--- config.mk ---
export PLATFORM = sky130hd
export DESIGN_NAME = qpack_field_section_parser_unit_flat
export DESIGN_NICKNAME = d
export VERILOG_FILES = /design/src/design/qfsp_pkg.sv /design/src/design/qfsp_if.sv /design/src/design/qpack_field_section_parser_unit.sv /design/src/design/qfsp_outbuf.sv /design/src/flat_wrapper.sv
export SDC_FILE = /design/constraint.sdc
export NUM_CORES = 1
export LEC_CHECK = 0
export BUFFER_PORTS_ARGS = -buffer_cell sky130_fd_sc_hd__buf_2
export CORE_ASPECT_RATIO = 1.1
export CORE_MARGIN = 1.5
export CORE_UTILIZATION = 30
export CTS_CLUSTER_SIZE = 40
export DETAILED_ROUTE_END_ITERATION = 8
export SLEW_MARGIN = 20
export SYNTH_ARGS = -nofsm -noshare
export SYNTH_HDL_FRONTEND = slang
export SYNTH_SLANG_ARGS = --single-unit
--- constraint.sdc ---
create_clock -name clk -period 34.8 [get_ports clk]
set_input_delay 6.96 -clock clk [delete_from_list [all_inputs] [get_ports clk]]
set_output_delay 6.96 -clock clk [all_outputs]
set_load 0.005 [all_outputs]
--- src/design/qfsp_pkg.sv ---
// Package: result record, parser phase codes and the result builder.
package qfsp_pkg;

    localparam int StaticEntriesDefault = 99;
    localparam logic [12:0] MaxHeadersReset = 13'd100;
    localparam logic [61:0] Max62 = {62{1'b1}};

    // Result kinds
    localparam logic [2:0] KindPrefix  = 3'd0;
    localparam logic [2:0] KindIndexed = 3'd1;
    localparam logic [2:0] KindNameRef = 3'd2;
    localparam logic [2:0] KindName    = 3'd3;
    localparam logic [2:0] KindValue   = 3'd4;
    localparam logic [2:0] KindLine    = 3'd5;
    localparam logic [2:0] KindEnd     = 3'd6;
    localparam logic [2:0] KindError   = 3'd7;

    // Error codes
    localparam logic [2:0] ErrNone    = 3'd0;
    localparam logic [2:0] ErrCount   = 3'd1;
    localparam logic [2:0] ErrDelta   = 3'd2;
    localparam logic [2:0] ErrTrunc   = 3'd3;
    localparam logic [2:0] ErrTooMany = 3'd4;
    localparam logic [2:0] ErrDecomp  = 3'd5;

    // Parser phases
    localparam logic [3:0] PhRic      = 4'd0;
    localparam logic [3:0] PhRicMore  = 4'd1;
    localparam logic [3:0] PhDb       = 4'd2;
    localparam logic [3:0] PhDbMore   = 4'd3;
    localparam logic [3:0] PhLine     = 4'd4;
    localparam logic [3:0] PhIdxMore  = 4'd5;
    localparam logic [3:0] PhNrefMore = 4'd6;
    localparam logic [3:0] PhNlenMore = 4'd7;
    localparam logic [3:0] PhVlen     = 4'd8;
    localparam logic [3:0] PhVlenMore = 4'd9;
    localparam logic [3:0] PhName     = 4'd10;
    localparam logic [3:0] PhValue    = 4'd11;

    // Line flag bits
    localparam int FlN = 0;
    localparam int FlH = 1;
    localparam int FlX = 2;

    typedef struct packed {
        logic [2:0]  kind;
        logic [6:0]  static_index;
        logic [7:0]  data_byte;
        logic        huffman;
        logic        never_index;
        logic        string_last;
        logic [61:0] insert_count_enc;
        logic [61:0] delta_base;
        logic        delta_sign;
        logic [12:0] header_count;
        logic [2:0]  error_code;
        logic        run_last;
    } res_t;

    // Build one result from the parser state at the moment it is raised
    function automatic res_t qfsp_mk(input logic [2:0] kind, input logic [7:0] data,
                                     input logic last, input logic [6:0] hidx,
                                     input logic [2:0] flags, input logic [1:0] lkind,
                                     input logic [12:0] seen, input logic [2:0] err);
        res_t r;
        logic str;
        r = '0;
        str = (kind == KindName) || (kind == KindValue);
        r.kind = kind;
        r.static_index = ((kind == KindIndexed) || (kind == KindNameRef)) ? hidx : 7'd0;
        r.data_byte = str ? data : 8'd0;
        r.huffman = str & flags[FlH];
        r.never_index = (kind >= KindNameRef) && (kind <= KindLine) && (lkind >= 2'd2)
                        && flags[FlN];
        r.string_last = str & last;
        r.header_count = seen;
        r.error_code = (kind == KindError) ? err : ErrNone;
        return r;
    endfunction

endpackage

--- src/design/qfsp_if.sv ---
// Channel interfaces: section bytes in, parser results out, register write.
interface qfsp_byte_if;
    logic       valid;
    logic       ready;
    logic [7:0] byte_in;
    logic       section_end;
    modport source (output valid, byte_in, section_end, input ready);
    modport sink (input valid, byte_in, section_end, output ready);
endinterface

interface qfsp_res_if;
    logic        valid;
    logic        ready;
    logic [2:0]  kind;
    logic [6:0]  static_index;
    logic [7:0]  data_byte;
    logic        huffman;
    logic        never_index;
    logic        string_last;
    logic [61:0] insert_count_enc;
    logic [61:0] delta_base;
    logic        delta_sign;
    logic [12:0] header_count;
    logic [2:0]  error_code;
    logic        run_last;
    modport source (output valid, kind, static_index, data_byte, huffman, never_index,
                    string_last, insert_count_enc, delta_base, delta_sign, header_count,
                    error_code, run_last, input ready);
    modport sink (input valid, kind, static_index, data_byte, huffman, never_index,
                  string_last, insert_count_enc, delta_base, delta_sign, header_count,
                  error_code, run_last, output ready);
endinterface

interface qfsp_cfg_if;
    logic        valid;
    logic        ready;
    logic [12:0] data;
    modport source (output valid, data, input ready);
    modport sink (input valid, data, output ready);
endinterface

--- src/design/qpack_field_section_parser_unit.sv ---
// Top level: streaming field-section parser for the static table.
// One section byte is taken per transaction and is parsed combinationally; the block
// takes a new byte every cycle as long as the result buffer can drain. A byte raises
// zero to three results, which leave one per transaction from a small buffer, so the
// sustained rate is one byte per cycle when each byte gives at most one result; else
// the next byte waits until the last result of the byte before has left. Prefix values,
// indices and string bytes come out raw; Huffman strings are decoded downstream. After
// an error the rest of the section is dropped without results. The header limit is to
// be written through cfg while the block is idle; the block does not enforce this.
module qpack_field_section_parser_unit #(
    parameter int STATIC_ENTRIES = qfsp_pkg::StaticEntriesDefault
) (
    input  logic        clk,
    input  logic        rst_n,
    qfsp_byte_if.sink   bytes,
    qfsp_res_if.source  results,
    qfsp_cfg_if.sink    cfg
);
    import qfsp_pkg::*;

    logic [3:0]  phase_reg, phase_next;
    logic [63:0] acc_reg, acc_next;
    logic [3:0]  cnt_reg, cnt_next;
    logic [1:0]  lkind_reg, lkind_next;
    logic [2:0]  flags_reg, flags_next;
    logic [61:0] left_reg, left_next;
    logic [12:0] seen_reg, seen_next;
    logic [6:0]  hidx_reg, hidx_next;
    logic        errh_reg, errh_next;
    logic [61:0] ric_reg, ric_next;
    logic        sign_reg, sign_next;
    logic [12:0] maxh_reg;

    res_t        rbuf [3];
    logic [1:0]  rcnt;
    logic        free, accept;
    logic [7:0]  b;
    logic        sec_end;
    logic [6:0]  sh;
    logic [63:0] more_val;
    logic        too_long;

    assign b       = bytes.byte_in;
    assign sec_end = bytes.section_end;
    assign bytes.ready = free;
    assign accept  = bytes.valid && free;
    assign cfg.ready = 1'b1;

    // Continuation byte of an integer
    assign sh       = {cnt_reg, 3'b000} - {3'b000, cnt_reg};
    assign more_val = acc_reg + ({57'd0, b[6:0]} << sh);
    assign too_long = (cnt_reg >= 4'd9);

    // One parse step
    always_comb
    begin
        logic [2:0]  err;
        logic        do_idx, do_nlen, do_vlen, do_vend;
        logic [63:0] v;
        logic [61:0] sat;
        res_t        r;

        phase_next = phase_reg;
        acc_next   = acc_reg;
        cnt_next   = cnt_reg;
        lkind_next = lkind_reg;
        flags_next = flags_reg;
        left_next  = left_reg;
        seen_next  = seen_reg;
        hidx_next  = hidx_reg;
        errh_next  = errh_reg;
        ric_next   = ric_reg;
        sign_next  = sign_reg;
        rcnt       = 2'd0;
        rbuf[0]    = '0;
        rbuf[1]    = '0;
        rbuf[2]    = '0;
        err        = ErrNone;
        do_idx     = 1'b0;
        do_nlen    = 1'b0;
        do_vlen    = 1'b0;
        do_vend    = 1'b0;
        v          = more_val;
        sat        = '0;
        r          = '0;

        if (errh_reg)
        begin
            if (sec_end)
            begin
                errh_next  = 1'b0;
                phase_next = PhRic;
                acc_next   = '0;
                cnt_next   = '0;
                lkind_next = '0;
                flags_next = '0;
                left_next  = '0;
                seen_next  = '0;
            end
        end
        else
        begin
            case (phase_reg)
                PhRic:
                begin
                    acc_next = {56'd0, b};
                    cnt_next = 4'd0;
                    if (b != 8'hFF)
                    begin
                        ric_next   = {54'd0, b};
                        phase_next = PhDb;
                    end
                    else
                        phase_next = PhRicMore;
                end
                PhDb:
                begin
                    sign_next = b[7];
                    acc_next  = {57'd0, b[6:0]};
                    cnt_next  = 4'd0;
                    if (b[6:0] != 7'h7F)
                    begin
                        r = qfsp_mk(KindPrefix, 8'd0, 1'b0, hidx_next, flags_next,
                                    lkind_next, seen_next, ErrNone);
                        r.insert_count_enc = ric_reg;
                        r.delta_base = {55'd0, b[6:0]};
                        r.delta_sign = b[7];
                        rbuf[rcnt] = r;
                        rcnt = rcnt + 2'd1;
                        phase_next = PhLine;
                    end
                    else
                        phase_next = PhDbMore;
                end
                PhRicMore, PhDbMore, PhIdxMore, PhNrefMore, PhNlenMore, PhVlenMore:
                begin
                    if (too_long)
                    begin
                        if (phase_reg == PhRicMore)
                            err = ErrCount;
                        else if (phase_reg == PhDbMore)
                            err = ErrDelta;
                        else
                            err = ErrTrunc;
                    end
                    else
                    begin
                        acc_next = more_val;
                        cnt_next = cnt_reg + 4'd1;
                        if (!b[7])
                        begin
                            case (phase_reg)
                                PhRicMore:
                                begin
                                    ric_next   = more_val[61:0];
                                    phase_next = PhDb;
                                end
                                PhDbMore:
                                begin
                                    r = qfsp_mk(KindPrefix, 8'd0, 1'b0, hidx_next,
                                                flags_next, lkind_next, seen_next, ErrNone);
                                    r.insert_count_enc = ric_reg;
                                    r.delta_base = more_val[61:0];
                                    r.delta_sign = sign_reg;
                                    rbuf[rcnt] = r;
                                    rcnt = rcnt + 2'd1;
                                    phase_next = PhLine;
                                end
                                PhNlenMore: do_nlen = 1'b1;
                                PhVlenMore: do_vlen = 1'b1;
                                default:    do_idx = 1'b1;
                            endcase
                        end
                    end
                end
                PhLine:
                begin
                    cnt_next = 4'd0;
                    if (seen_reg >= maxh_reg)
                        err = ErrTooMany;
                    else if (b[7:5] == 3'b000)
                        err = ErrDecomp;
                    else if (b[7])
                    begin
                        lkind_next = 2'd1;
                        flags_next = {b[6], 2'b00};
                        acc_next   = {58'd0, b[5:0]};
                        v          = acc_next;
                        if (b[5:0] != 6'h3F)
                            do_idx = 1'b1;
                        else
                            phase_next = PhIdxMore;
                    end
                    else if (b[6])
                    begin
                        lkind_next = 2'd2;
                        flags_next = {b[4], 1'b0, b[5]};
                        acc_next   = {60'd0, b[3:0]};
                        v          = acc_next;
                        if (b[3:0] != 4'hF)
                            do_idx = 1'b1;
                        else
                            phase_next = PhNrefMore;
                    end
                    else
                    begin
                        lkind_next = 2'd3;
                        flags_next = {1'b0, b[3], b[4]};
                        acc_next   = {61'd0, b[2:0]};
                        v          = acc_next;
                        if (b[2:0] != 3'h7)
                            do_nlen = 1'b1;
                        else
                            phase_next = PhNlenMore;
                    end
                end
                PhVlen:
                begin
                    flags_next[FlH] = b[7];
                    acc_next = {57'd0, b[6:0]};
                    cnt_next = 4'd0;
                    v        = acc_next;
                    if (b[6:0] != 7'h7F)
                        do_vlen = 1'b1;
                    else
                        phase_next = PhVlenMore;
                end
                PhName:
                begin
                    rbuf[rcnt] = qfsp_mk(KindName, b, left_reg == 62'd1, hidx_next,
                                         flags_next, lkind_next, seen_next, ErrNone);
                    rcnt = rcnt + 2'd1;
                    left_next = left_reg - 62'd1;
                    if (left_reg == 62'd1)
                    begin
                        flags_next[FlH] = 1'b0;
                        phase_next = PhVlen;
                    end
                end
                PhValue:
                begin
                    rbuf[rcnt] = qfsp_mk(KindValue, b, left_reg == 62'd1, hidx_next,
                                         flags_next, lkind_next, seen_next, ErrNone);
                    rcnt = rcnt + 2'd1;
                    left_next = left_reg - 62'd1;
                    if (left_reg == 62'd1)
                        do_vend = 1'b1;
                end
                default:
                    phase_next = PhRic;
            endcase

            // Completed integers
            sat = (v[63:62] != 2'b00) ? Max62 : v[61:0];
            if (do_idx)
            begin
                if (!(flags_next[FlX] && (v < 64'(STATIC_ENTRIES))))
                    err = ErrDecomp;
                else
                begin
                    hidx_next = v[6:0];
                    if (lkind_next == 2'd1)
                    begin
                        rbuf[rcnt] = qfsp_mk(KindIndexed, 8'd0, 1'b0, hidx_next,
                                             flags_next, lkind_next, seen_next, ErrNone);
                        rcnt = rcnt + 2'd1;
                        seen_next = seen_next + 13'd1;
                        rbuf[rcnt] = qfsp_mk(KindLine, 8'd0, 1'b0, hidx_next,
                                             flags_next, lkind_next, seen_next, ErrNone);
                        rcnt = rcnt + 2'd1;
                        phase_next = PhLine;
                    end
                    else
                    begin
                        rbuf[rcnt] = qfsp_mk(KindNameRef, 8'd0, 1'b0, hidx_next,
                                             flags_next, lkind_next, seen_next, ErrNone);
                        rcnt = rcnt + 2'd1;
                        phase_next = PhVlen;
                    end
                end
            end
            if (do_nlen)
            begin
                left_next = sat;
                if (sat == 62'd0)
                begin
                    flags_next[FlX] = 1'b1;
                    phase_next = PhVlen;
                end
                else
                    phase_next = PhName;
            end
            if (do_vlen)
            begin
                left_next = sat;
                if (sat == 62'd0)
                    do_vend = 1'b1;
                else
                    phase_next = PhValue;
            end
            if (do_vend)
            begin
                if ((lkind_next == 2'd3) && flags_next[FlX])
                    err = ErrDecomp;
                else
                begin
                    seen_next = seen_next + 13'd1;
                    rbuf[rcnt] = qfsp_mk(KindLine, 8'd0, 1'b0, hidx_next,
                                         flags_next, lkind_next, seen_next, ErrNone);
                    rcnt = rcnt + 2'd1;
                    phase_next = PhLine;
                end
            end

            // Section end checks
            if ((err == ErrNone) && sec_end)
            begin
                if ((phase_next == PhRic) || (phase_next == PhRicMore))
                    err = ErrCount;
                else if ((phase_next == PhDb) || (phase_next == PhDbMore))
                    err = ErrDelta;
                else if (phase_next != PhLine)
                    err = ErrTrunc;
                else if (seen_next >= maxh_reg)
                    err = ErrTooMany;
                else
                begin
                    rbuf[rcnt] = qfsp_mk(KindEnd, 8'd0, 1'b0, hidx_next,
                                         flags_next, lkind_next, seen_next, ErrNone);
                    rcnt = rcnt + 2'd1;
                end
            end
            if (err != ErrNone)
            begin
                rbuf[rcnt] = qfsp_mk(KindError, 8'd0, 1'b0, hidx_next,
                                     flags_next, lkind_next, seen_next, err);
                rcnt = rcnt + 2'd1;
                if (!sec_end)
                    errh_next = 1'b1;
            end
            if (sec_end)
            begin
                phase_next = PhRic;
                acc_next   = '0;
                cnt_next   = '0;
                lkind_next = '0;
                flags_next = '0;
                left_next  = '0;
                seen_next  = '0;
            end
            if (rcnt != 2'd0)
                rbuf[rcnt - 2'd1].run_last = 1'b1;
        end
    end

    // Parser state
    always_ff @(posedge clk or negedge rst_n)
    begin
        if (!rst_n)
        begin
            phase_reg <= PhRic;
            acc_reg   <= '0;
            cnt_reg   <= '0;
            lkind_reg <= '0;
            flags_reg <= '0;
            left_reg  <= '0;
            seen_reg  <= '0;
            hidx_reg  <= '0;
            errh_reg  <= 1'b0;
            ric_reg   <= '0;
            sign_reg  <= 1'b0;
        end
        else if (accept)
        begin
            phase_reg <= phase_next;
            acc_reg   <= acc_next;
            cnt_reg   <= cnt_next;
            lkind_reg <= lkind_next;
            flags_reg <= flags_next;
            left_reg  <= left_next;
            seen_reg  <= seen_next;
            hidx_reg  <= hidx_next;
            errh_reg  <= errh_next;
            ric_reg   <= ric_next;
            sign_reg  <= sign_next;
        end
    end

    // Header limit register
    always_ff @(posedge clk or negedge rst_n)
    begin
        if (!rst_n)
            maxh_reg <= MaxHeadersReset;
        else if (cfg.valid && cfg.ready)
            maxh_reg <= cfg.data;
    end

    qfsp_outbuf u_outbuf (
        .clk     (clk),
        .rst_n   (rst_n),
        .load    (accept && (rcnt != 2'd0)),
        .res_in  (rbuf),
        .res_cnt (rcnt),
        .free    (free),
        .results (results)
    );

endmodule

--- src/design/qfsp_outbuf.sv ---
// Result buffer: holds the up to three results of one byte and hands them out in order.
module qfsp_outbuf (
    input  logic            clk,
    input  logic            rst_n,
    input  logic            load,
    input  qfsp_pkg::res_t  res_in [3],
    input  logic [1:0]      res_cnt,
    output logic            free,
    qfsp_res_if.source      results
);
    import qfsp_pkg::*;

    res_t       slot_reg [3];
    logic [1:0] cnt_reg, cnt_next;
    logic [1:0] ptr_reg, ptr_next;
    logic       fire, at_last;
    res_t       cur;

    assign cur     = slot_reg[ptr_reg];
    assign fire    = results.valid && results.ready;
    assign at_last = (ptr_reg == (cnt_reg - 2'd1));
    assign free    = (cnt_reg == 2'd0) || (fire && at_last);

    // Output payload
    assign results.valid            = (cnt_reg != 2'd0);
    assign results.kind             = cur.kind;
    assign results.static_index     = cur.static_index;
    assign results.data_byte        = cur.data_byte;
    assign results.huffman          = cur.huffman;
    assign results.never_index      = cur.never_index;
    assign results.string_last      = cur.string_last;
    assign results.insert_count_enc = cur.insert_count_enc;
    assign results.delta_base       = cur.delta_base;
    assign results.delta_sign       = cur.delta_sign;
    assign results.header_count     = cur.header_count;
    assign results.error_code       = cur.error_code;
    assign results.run_last         = cur.run_last;

    // Count and read pointer
    always_comb
    begin
        cnt_next = cnt_reg;
        ptr_next = ptr_reg;
        if (load)
        begin
            cnt_next = res_cnt;
            ptr_next = 2'd0;
        end
        else if (fire)
        begin
            if (at_last)
                cnt_next = 2'd0;
            else
                ptr_next = ptr_reg + 2'd1;
        end
    end

    always_ff @(posedge clk or negedge rst_n)
    begin
        if (!rst_n)
        begin
            cnt_reg <= 2'd0;
            ptr_reg <= 2'd0;
        end
        else
        begin
            cnt_reg <= cnt_next;
            ptr_reg <= ptr_next;
        end
    end

    // Result slots
    always_ff @(posedge clk)
    begin
        if (load)
            slot_reg <= res_in;
    end

endmodule
--- src/flat_wrapper.sv ---
// flat-port wrapper written by rule: the top's interface ports become plain ports
module qpack_field_section_parser_unit_flat import qfsp_pkg::*;
#(
    parameter int STATIC_ENTRIES = qfsp_pkg::StaticEntriesDefault
)
  (clk, rst_n, bytes_valid, bytes_byte_in, bytes_section_end, bytes_ready, results_valid, results_kind, results_static_index, results_data_byte, results_huffman, results_never_index, results_string_last, results_insert_count_enc, results_delta_base, results_delta_sign, results_header_count, results_error_code, results_run_last, results_ready, cfg_valid, cfg_data, cfg_ready);
  qfsp_byte_if bytes_i ();
  qfsp_res_if results_i ();
  qfsp_cfg_if cfg_i ();
  input  logic clk;
  input  logic rst_n;
  input wire logic [$bits(bytes_i.valid)-1:0] bytes_valid;
  input wire logic [$bits(bytes_i.byte_in)-1:0] bytes_byte_in;
  input wire logic [$bits(bytes_i.section_end)-1:0] bytes_section_end;
  output wire logic [$bits(bytes_i.ready)-1:0] bytes_ready;
  output wire logic [$bits(results_i.valid)-1:0] results_valid;
  output wire logic [$bits(results_i.kind)-1:0] results_kind;
  output wire logic [$bits(results_i.static_index)-1:0] results_static_index;
  output wire logic [$bits(results_i.data_byte)-1:0] results_data_byte;
  output wire logic [$bits(results_i.huffman)-1:0] results_huffman;
  output wire logic [$bits(results_i.never_index)-1:0] results_never_index;
  output wire logic [$bits(results_i.string_last)-1:0] results_string_last;
  output wire logic [$bits(results_i.insert_count_enc)-1:0] results_insert_count_enc;
  output wire logic [$bits(results_i.delta_base)-1:0] results_delta_base;
  output wire logic [$bits(results_i.delta_sign)-1:0] results_delta_sign;
  output wire logic [$bits(results_i.header_count)-1:0] results_header_count;
  output wire logic [$bits(results_i.error_code)-1:0] results_error_code;
  output wire logic [$bits(results_i.run_last)-1:0] results_run_last;
  input wire logic [$bits(results_i.ready)-1:0] results_ready;
  input wire logic [$bits(cfg_i.valid)-1:0] cfg_valid;
  input wire logic [$bits(cfg_i.data)-1:0] cfg_data;
  output wire logic [$bits(cfg_i.ready)-1:0] cfg_ready;
  assign bytes_i.valid = bytes_valid;
  assign bytes_i.byte_in = bytes_byte_in;
  assign bytes_i.section_end = bytes_section_end;
  assign bytes_ready = bytes_i.ready;
  assign results_valid = results_i.valid;
  assign results_kind = results_i.kind;
  assign results_static_index = results_i.static_index;
  assign results_data_byte = results_i.data_byte;
  assign results_huffman = results_i.huffman;
  assign results_never_index = results_i.never_index;
  assign results_string_last = results_i.string_last;
  assign results_insert_count_enc = results_i.insert_count_enc;
  assign results_delta_base = results_i.delta_base;
  assign results_delta_sign = results_i.delta_sign;
  assign results_header_count = results_i.header_count;
  assign results_error_code = results_i.error_code;
  assign results_run_last = results_i.run_last;
  assign results_i.ready = results_ready;
  assign cfg_i.valid = cfg_valid;
  assign cfg_i.data = cfg_data;
  assign cfg_ready = cfg_i.ready;
  qpack_field_section_parser_unit #(.STATIC_ENTRIES(STATIC_ENTRIES)) u_core (.clk(clk), .rst_n(rst_n), .bytes(bytes_i), .results(results_i), .cfg(cfg_i));
endmodule
# After elaboration in Yosys (flattened, before gate mapping)
# Cells that the tools add are included.
[word_totals]
reg_bits = 722
wordCells = 392
[classes]
add_sub_neg = 14
order_cmp = 19
n_eq_ne = 34
shift = 1
n_mux = 216
n_bitwise = 8
reduce_logical = 50
[op_table]
columns = ["cell", "n"]
rows = [
  ["$mux 489", 16],
  ["$bwmux 489", 7],
  ["$demux 163 s2", 6],
  ["$mux 163", 10],
  ["$mux 62", 11],
  ["$pmux 163 s4", 1],
  ["$mux 64", 10],
  ["$bmux 163 s2", 1],
  ["$mux 142", 2],
  ["$pmux 64 s4", 1],
  ["$mux 13", 10],
  ["$pmux 64 s2", 1],
  ["$pmux 62 s2", 1],
  ["$mux 4", 27],
  ["$mux 2", 35],
  ["$mux 3", 23],
  ["$add 64x64->64", 1],
  ["$lt 64x7->1 const B", 1],
  ["$shl 7x7->64", 1],
  ["$eq 62x1->1 const B", 1],
  ["$logic_not 62->1", 1],
  ["$sub 62x1->62 const B", 1],
  ["$mux 1", 45],
  ["$pmux 4 s7", 1],
  ["other kinds (50)", 128],
]

# Logic depth before layout (Yosys ltp)
[depth]
depth_word = 35
mapped_depth = 49
ltp_nobuf = 45

# Hierarchy
# Synthesis repeated with hierarchy kept, for this count alone.
[unflattened]
cells_unflattened = 4157
area_unflattened_um2 = 40528.9
[modules_own_cells]
columns = ["mod", "n_inst", "cells_each", "area_each_um2", "seq_area_each_um2"]
rows = [
  ["qpack_field_section_parser_unit", 1, 3094, 22197.5, 5734.2],
  ["qfsp_outbuf", 1, 1063, 18331.3, 14784.2],
]

# Least setup slack after synthesis
# No wires, ideal clock.
[synth_path]
kind = "input to register"
startpoint = "in bytes_byte_in[4]"
endpoint = "reg u_core.u_outbuf.slot_reg[0] (netlist bit), enable pin"
setup_ps = 854
arrival_ps = 25673
required_ps = 33946
path_slack_ps = 8273
path_stages = 42
path_cell_list = "clkbuf_1 mux2i_1 o21ai_0 mux2i_1 or2_2 nor2_1 ha_1 buf_4 nand4_2 or3_1 nor2_1 a21boi_4 o21ai_2 a2111oi_2 o21ai_0 nand4b_1 or4b_1 buf_2 (+6 left out) ha_1 nor2b_1 o21a_1 o21a_1 o21a_1 o21a_1 o21a_1 o31a_1 o21ai_0 a21oi_1 a31oi_1 and3b_1 clkbuf_1 mux2_2 ha_1 o31ai_1 o21a_1 a21oi_1"
[synth_between]
elab_chain_len = 29
elab_cells_between_ends = 109
[synth_rtl]
columns = ["item", "line_no", "text"]
rows = [
  ["start, declared", "flat_wrapper.sv:13", "input wire logic [$bits(bytes_i.byte_in)-1:0] bytes_byte_in;"],
  ["branches (longest 24 deep; another with $add 64x64->64)", "--", ""],
  ["$mux 2 (*)", "qpack_field_section_parser_unit.sv:333", "if (err != ErrNone)"],
  ["$mux 2 (*) (2 in series)", "qpack_field_section_parser_unit.sv:87", "if (errh_reg)"],
  ["$reduce_bool 2->1 (*)", "qpack_field_section_parser_unit.sv:401", ".load (accept && (rcnt != 2'd0)),"],
  ["$logic_and 1x1->1 (*)", "qpack_field_section_parser_unit.sv:401", ""],
  ["named net u_core.u_outbuf.load", "qfsp_outbuf.sv:5", "input logic load,"],
  ["end signal, assigned", "qfsp_outbuf.sv:76", "slot_reg <= res_in;"],
  ["end, declared", "qfsp_outbuf.sv:13", "res_t slot_reg [3];"],
]
# Mark *: on every way through the listed nets, which the timed path passes. The select of a mux whose other input is x is not followed.
# A chain may end at the register's enable or synchronous reset.

# Worst setup path in the final report
[layout_path]
startpoint = "in bytes_byte_in[0]"
endpoint = "reg u_core.u_outbuf.slot_reg[438] (netlist bit), enable pin"
# The elaborated chain is that of the path after synthesis.

==> impl_metrics.toml <==
[die]
die_area_um2 = 102000
die_y_um = 335
io_pins = 193
die_width_um = 305
floorplan.initialDensity = 0.303
rows = 121
core_um2 = 99200

[cts]
clk_path_buf_depth = 3
clkSinkCount = 445
cts-buffers-inserted = 52
path_clk_slew_ns = 0.06
ctsResizeCount = 0
clock_latency_ns = 0.64
postCtsSetupRepairBufs = 0
cts_hold_repair.buffers = 0
cts-htree-levels = 2
cts_root_buf = "clkbuf_16"
cts_tree = "yes"

[min_path]
hold_class = "register to register"

[pwr]
powerDensity_nw_per_um2 = 97.0
ir_drop_mv = 0.0743
finalPower_mw = 3.30
p_leak_nw = 13.8

[grt]
use_met3 = 0.0380
grt_pass1_wl_um = 176000
met1_usage = 0.291
met2_usage = 0.369
grt_usage = 0.227
grt_overflow_total = 0
top_usage_layer = "met2"
grt_max_degree = 115
antenna_found_initial = 5
grt_pass1_vias = 27000

[route]
wl_um = 119000
num_vias = 28200
drt_iter0_drc = 2888
wire_per_inst_um = 24.1
avgViaCountPerCell = 5.71
drc_errors = 0
ant_nets = 0
dr.pass1.iters = 7

[yosys]
yosysWarnings = 0
ys_types = 104
synthCells = 3502
syn-cell-area_um2 = 30000
ys.flop_type = "dfrtp_1"
ys_async_sr_fraction = 0.524
synth_seq_cells = 445
synth_edf_count = 212
seq_area_frac_synth = 0.406
syn-mean-instance-area_um2 = 8.58

[sta]
drv_slew = 0
final.setup_skew_ns = 0.0263
fin_crit_sh = 0.608
period_needed_ns = 21.15
tightest_slew_ns = 1.17
setup_tns_ns = 0
max_freq_mhz = 47.3
setup_viol = 0
hold_viol = 0
rsz0062_at_grt = "no"
slew_headroom = 0.216

[critical_path]
critPathMaxStageDelay_ns = 0.77
required_ns = 35.04
path_class = "primary input to register"
cp-start-kind = "primary input"
crit_fanout = 66
r2r_slack_ns = 18.48
cpMaxStageDelayCell = "buf_4"
end_kind = "register"
r2r-end = "u_core.u_outbuf.slot_reg[438]$_SDFFCE_PP0P_"
reg2reg_from = "u_core.cnt_reg[0]$_DFFE_PN0P_"
r2r_cells = 42
crit_path_frequent_cell = "o21a_1"
worstSetupStartpoint = "bytes_byte_in[0]"
crit_arrival_ns = 21.39
critPathCapture = "u_core.u_outbuf.slot_reg[438]$_SDFFCE_PP0P_"

[place]
io_buffers = 191
hpwl_um = 88300
globalplace.congestion = 1.00

[outcome]
status = "finished clean"

[flow_run]
drv_cap = 0

[layout]
drive_above_1_share = 0.117
fin_nets = 3733
syn_to_final_growth_pct = 13.2
largest_reg_flops = 212
[per-stage QoR]
step                 util  setup WS [ns]  hold WS (ns)  cells  cell area [um2]
floorplan               -           8.27         0.440   3508            30100
global placement    0.325          13.47         0.452   4828            32200
detailed placement  0.325          13.46         0.461   4829            32200
CTS                 0.343          14.02         0.471   4927            34000
global route        0.343          13.03         0.488   4927            34000
finish              0.343          13.65         0.470   4928            34000
[critical path, delay by kind of cell]
kind            cells  cell delay, ns
compound gates     17            5.11
simple gates       13            4.08
xor+xnor            2            0.67
buf+inv             4            1.81
mux                 3            1.09
fa+ha+maj           4            1.39
[cell usage after synthesis (37+ instances only)]
library cell / number / area [um2]
a21o_1: 37 / 278
a21oi_1: 234 / 1170
and2_1: 215 / 1350
clkbuf_1: 170 / 638
dfrtp_1: 230 / 5760
edfxtp_1: 212 / 6370
ha_1: 113 / 1410
inv_1: 80 / 300
mux2i_1: 53 / 531
nand2_1: 448 / 1680
nand3_1: 68 / 340
nand4_1: 52 / 325
nor2_1: 323 / 1210
nor3_1: 93 / 465
nor4_1: 44 / 275
o21ai_0: 392 / 1960
xnor2_1: 60 / 526
xor2_1: 38 / 333
[power by group]
part	internal, mW	switching (mW)
combinational	0.629	1.42
clock	0.330	0.238
sequential	0.631	0.0480
total	1.59	1.71
[cell families after synthesis]
group | synth area share
AOI/OAI and AO/OA | 0.221
xor gates and xnor gates | 0.0286
adders and majority gates | 0.0477
buffers and inverters | 0.0409
DFF | 0.406
muxes | 0.0225
other | 0.000250
and+or+nand+nor | 0.233
[layer usage]
layer | share of wire | routed length (um) | up-vias
met2 | 0.46 | 54700 | 1174
met1 | 0.42 | 49700 | 13800
met3 | 0.067 | 7990 | 272
met5 | 0.00020 | 24 | -
li1 | - | - | 12900
met4 | 0.053 | 6340 | 4
[cells in the final DEF, fill, tap and decap left out, types with 14 or more instances in the layout]
cell	count
a211oi_1	21
a31oi_1	30
o31ai_1	29
xnor2_1	59
dfrtp_1	230
mux2i_1	53
o31a_1	14
nor3_1	92
and3_1	23
or2_2	21
a22oi_1	20
o21ai_0	390
buf_2	190
o21a_1	34
clkinv_2	14
ha_1	113
and2_1	215
a32o_1	18
or3_1	34
o211ai_1	32
nor2b_1	17
nand4_1	52
nand3_1	68
a21o_1	37
a22o_1	29
nand2_1	448
nor2_1	320
nor4_1	43
buf_4	59
nand2b_1	24
edfxtp_1	212
a21oi_1	231
inv_1	80
xor2_1	38
clkbuf_16	54
[worst min-delay path by stage]
| stage | start | end | slack, ns | depth (start not counted) |
|---|---|---|---|---|
| floorplan | u_core.ric_reg[11]$_DFFE_PN0P_ | u_core.ric_reg[11]$_DFFE_PN0P_ | 0.44 | 2 |
| global placement | u_core.ric_reg[11]$_DFFE_PN0P_ | u_core.ric_reg[11]$_DFFE_PN0P_ | 0.45 | 2 |
| detailed placement | u_core.ric_reg[9]$_DFFE_PN0P_ | u_core.ric_reg[9]$_DFFE_PN0P_ | 0.46 | 2 |
| CTS | u_core.ric_reg[9]$_DFFE_PN0P_ | u_core.ric_reg[9]$_DFFE_PN0P_ | 0.47 | 2 |
| global route | u_core.ric_reg[18]$_DFFE_PN0P_ | u_core.ric_reg[18]$_DFFE_PN0P_ | 0.49 | 2 |
| finish | u_core.ric_reg[18]$_DFFE_PN0P_ | u_core.ric_reg[18]$_DFFE_PN0P_ | 0.47 | 2 |
[cell type report]
class                           instances  area, um2
Inverter                               81        304
Multi-Input combinational cell       2762      16700
Clock inverter                         33        303
Sequential cell                       445      12200
Tap cell                             1291       1620
Clock buffer                           65       1440
Timing Repair Buffer                  250       1410
Fill cell                           10300      65200
Antenna cell                            1       2.50
(Power assumes the default switching activity.)
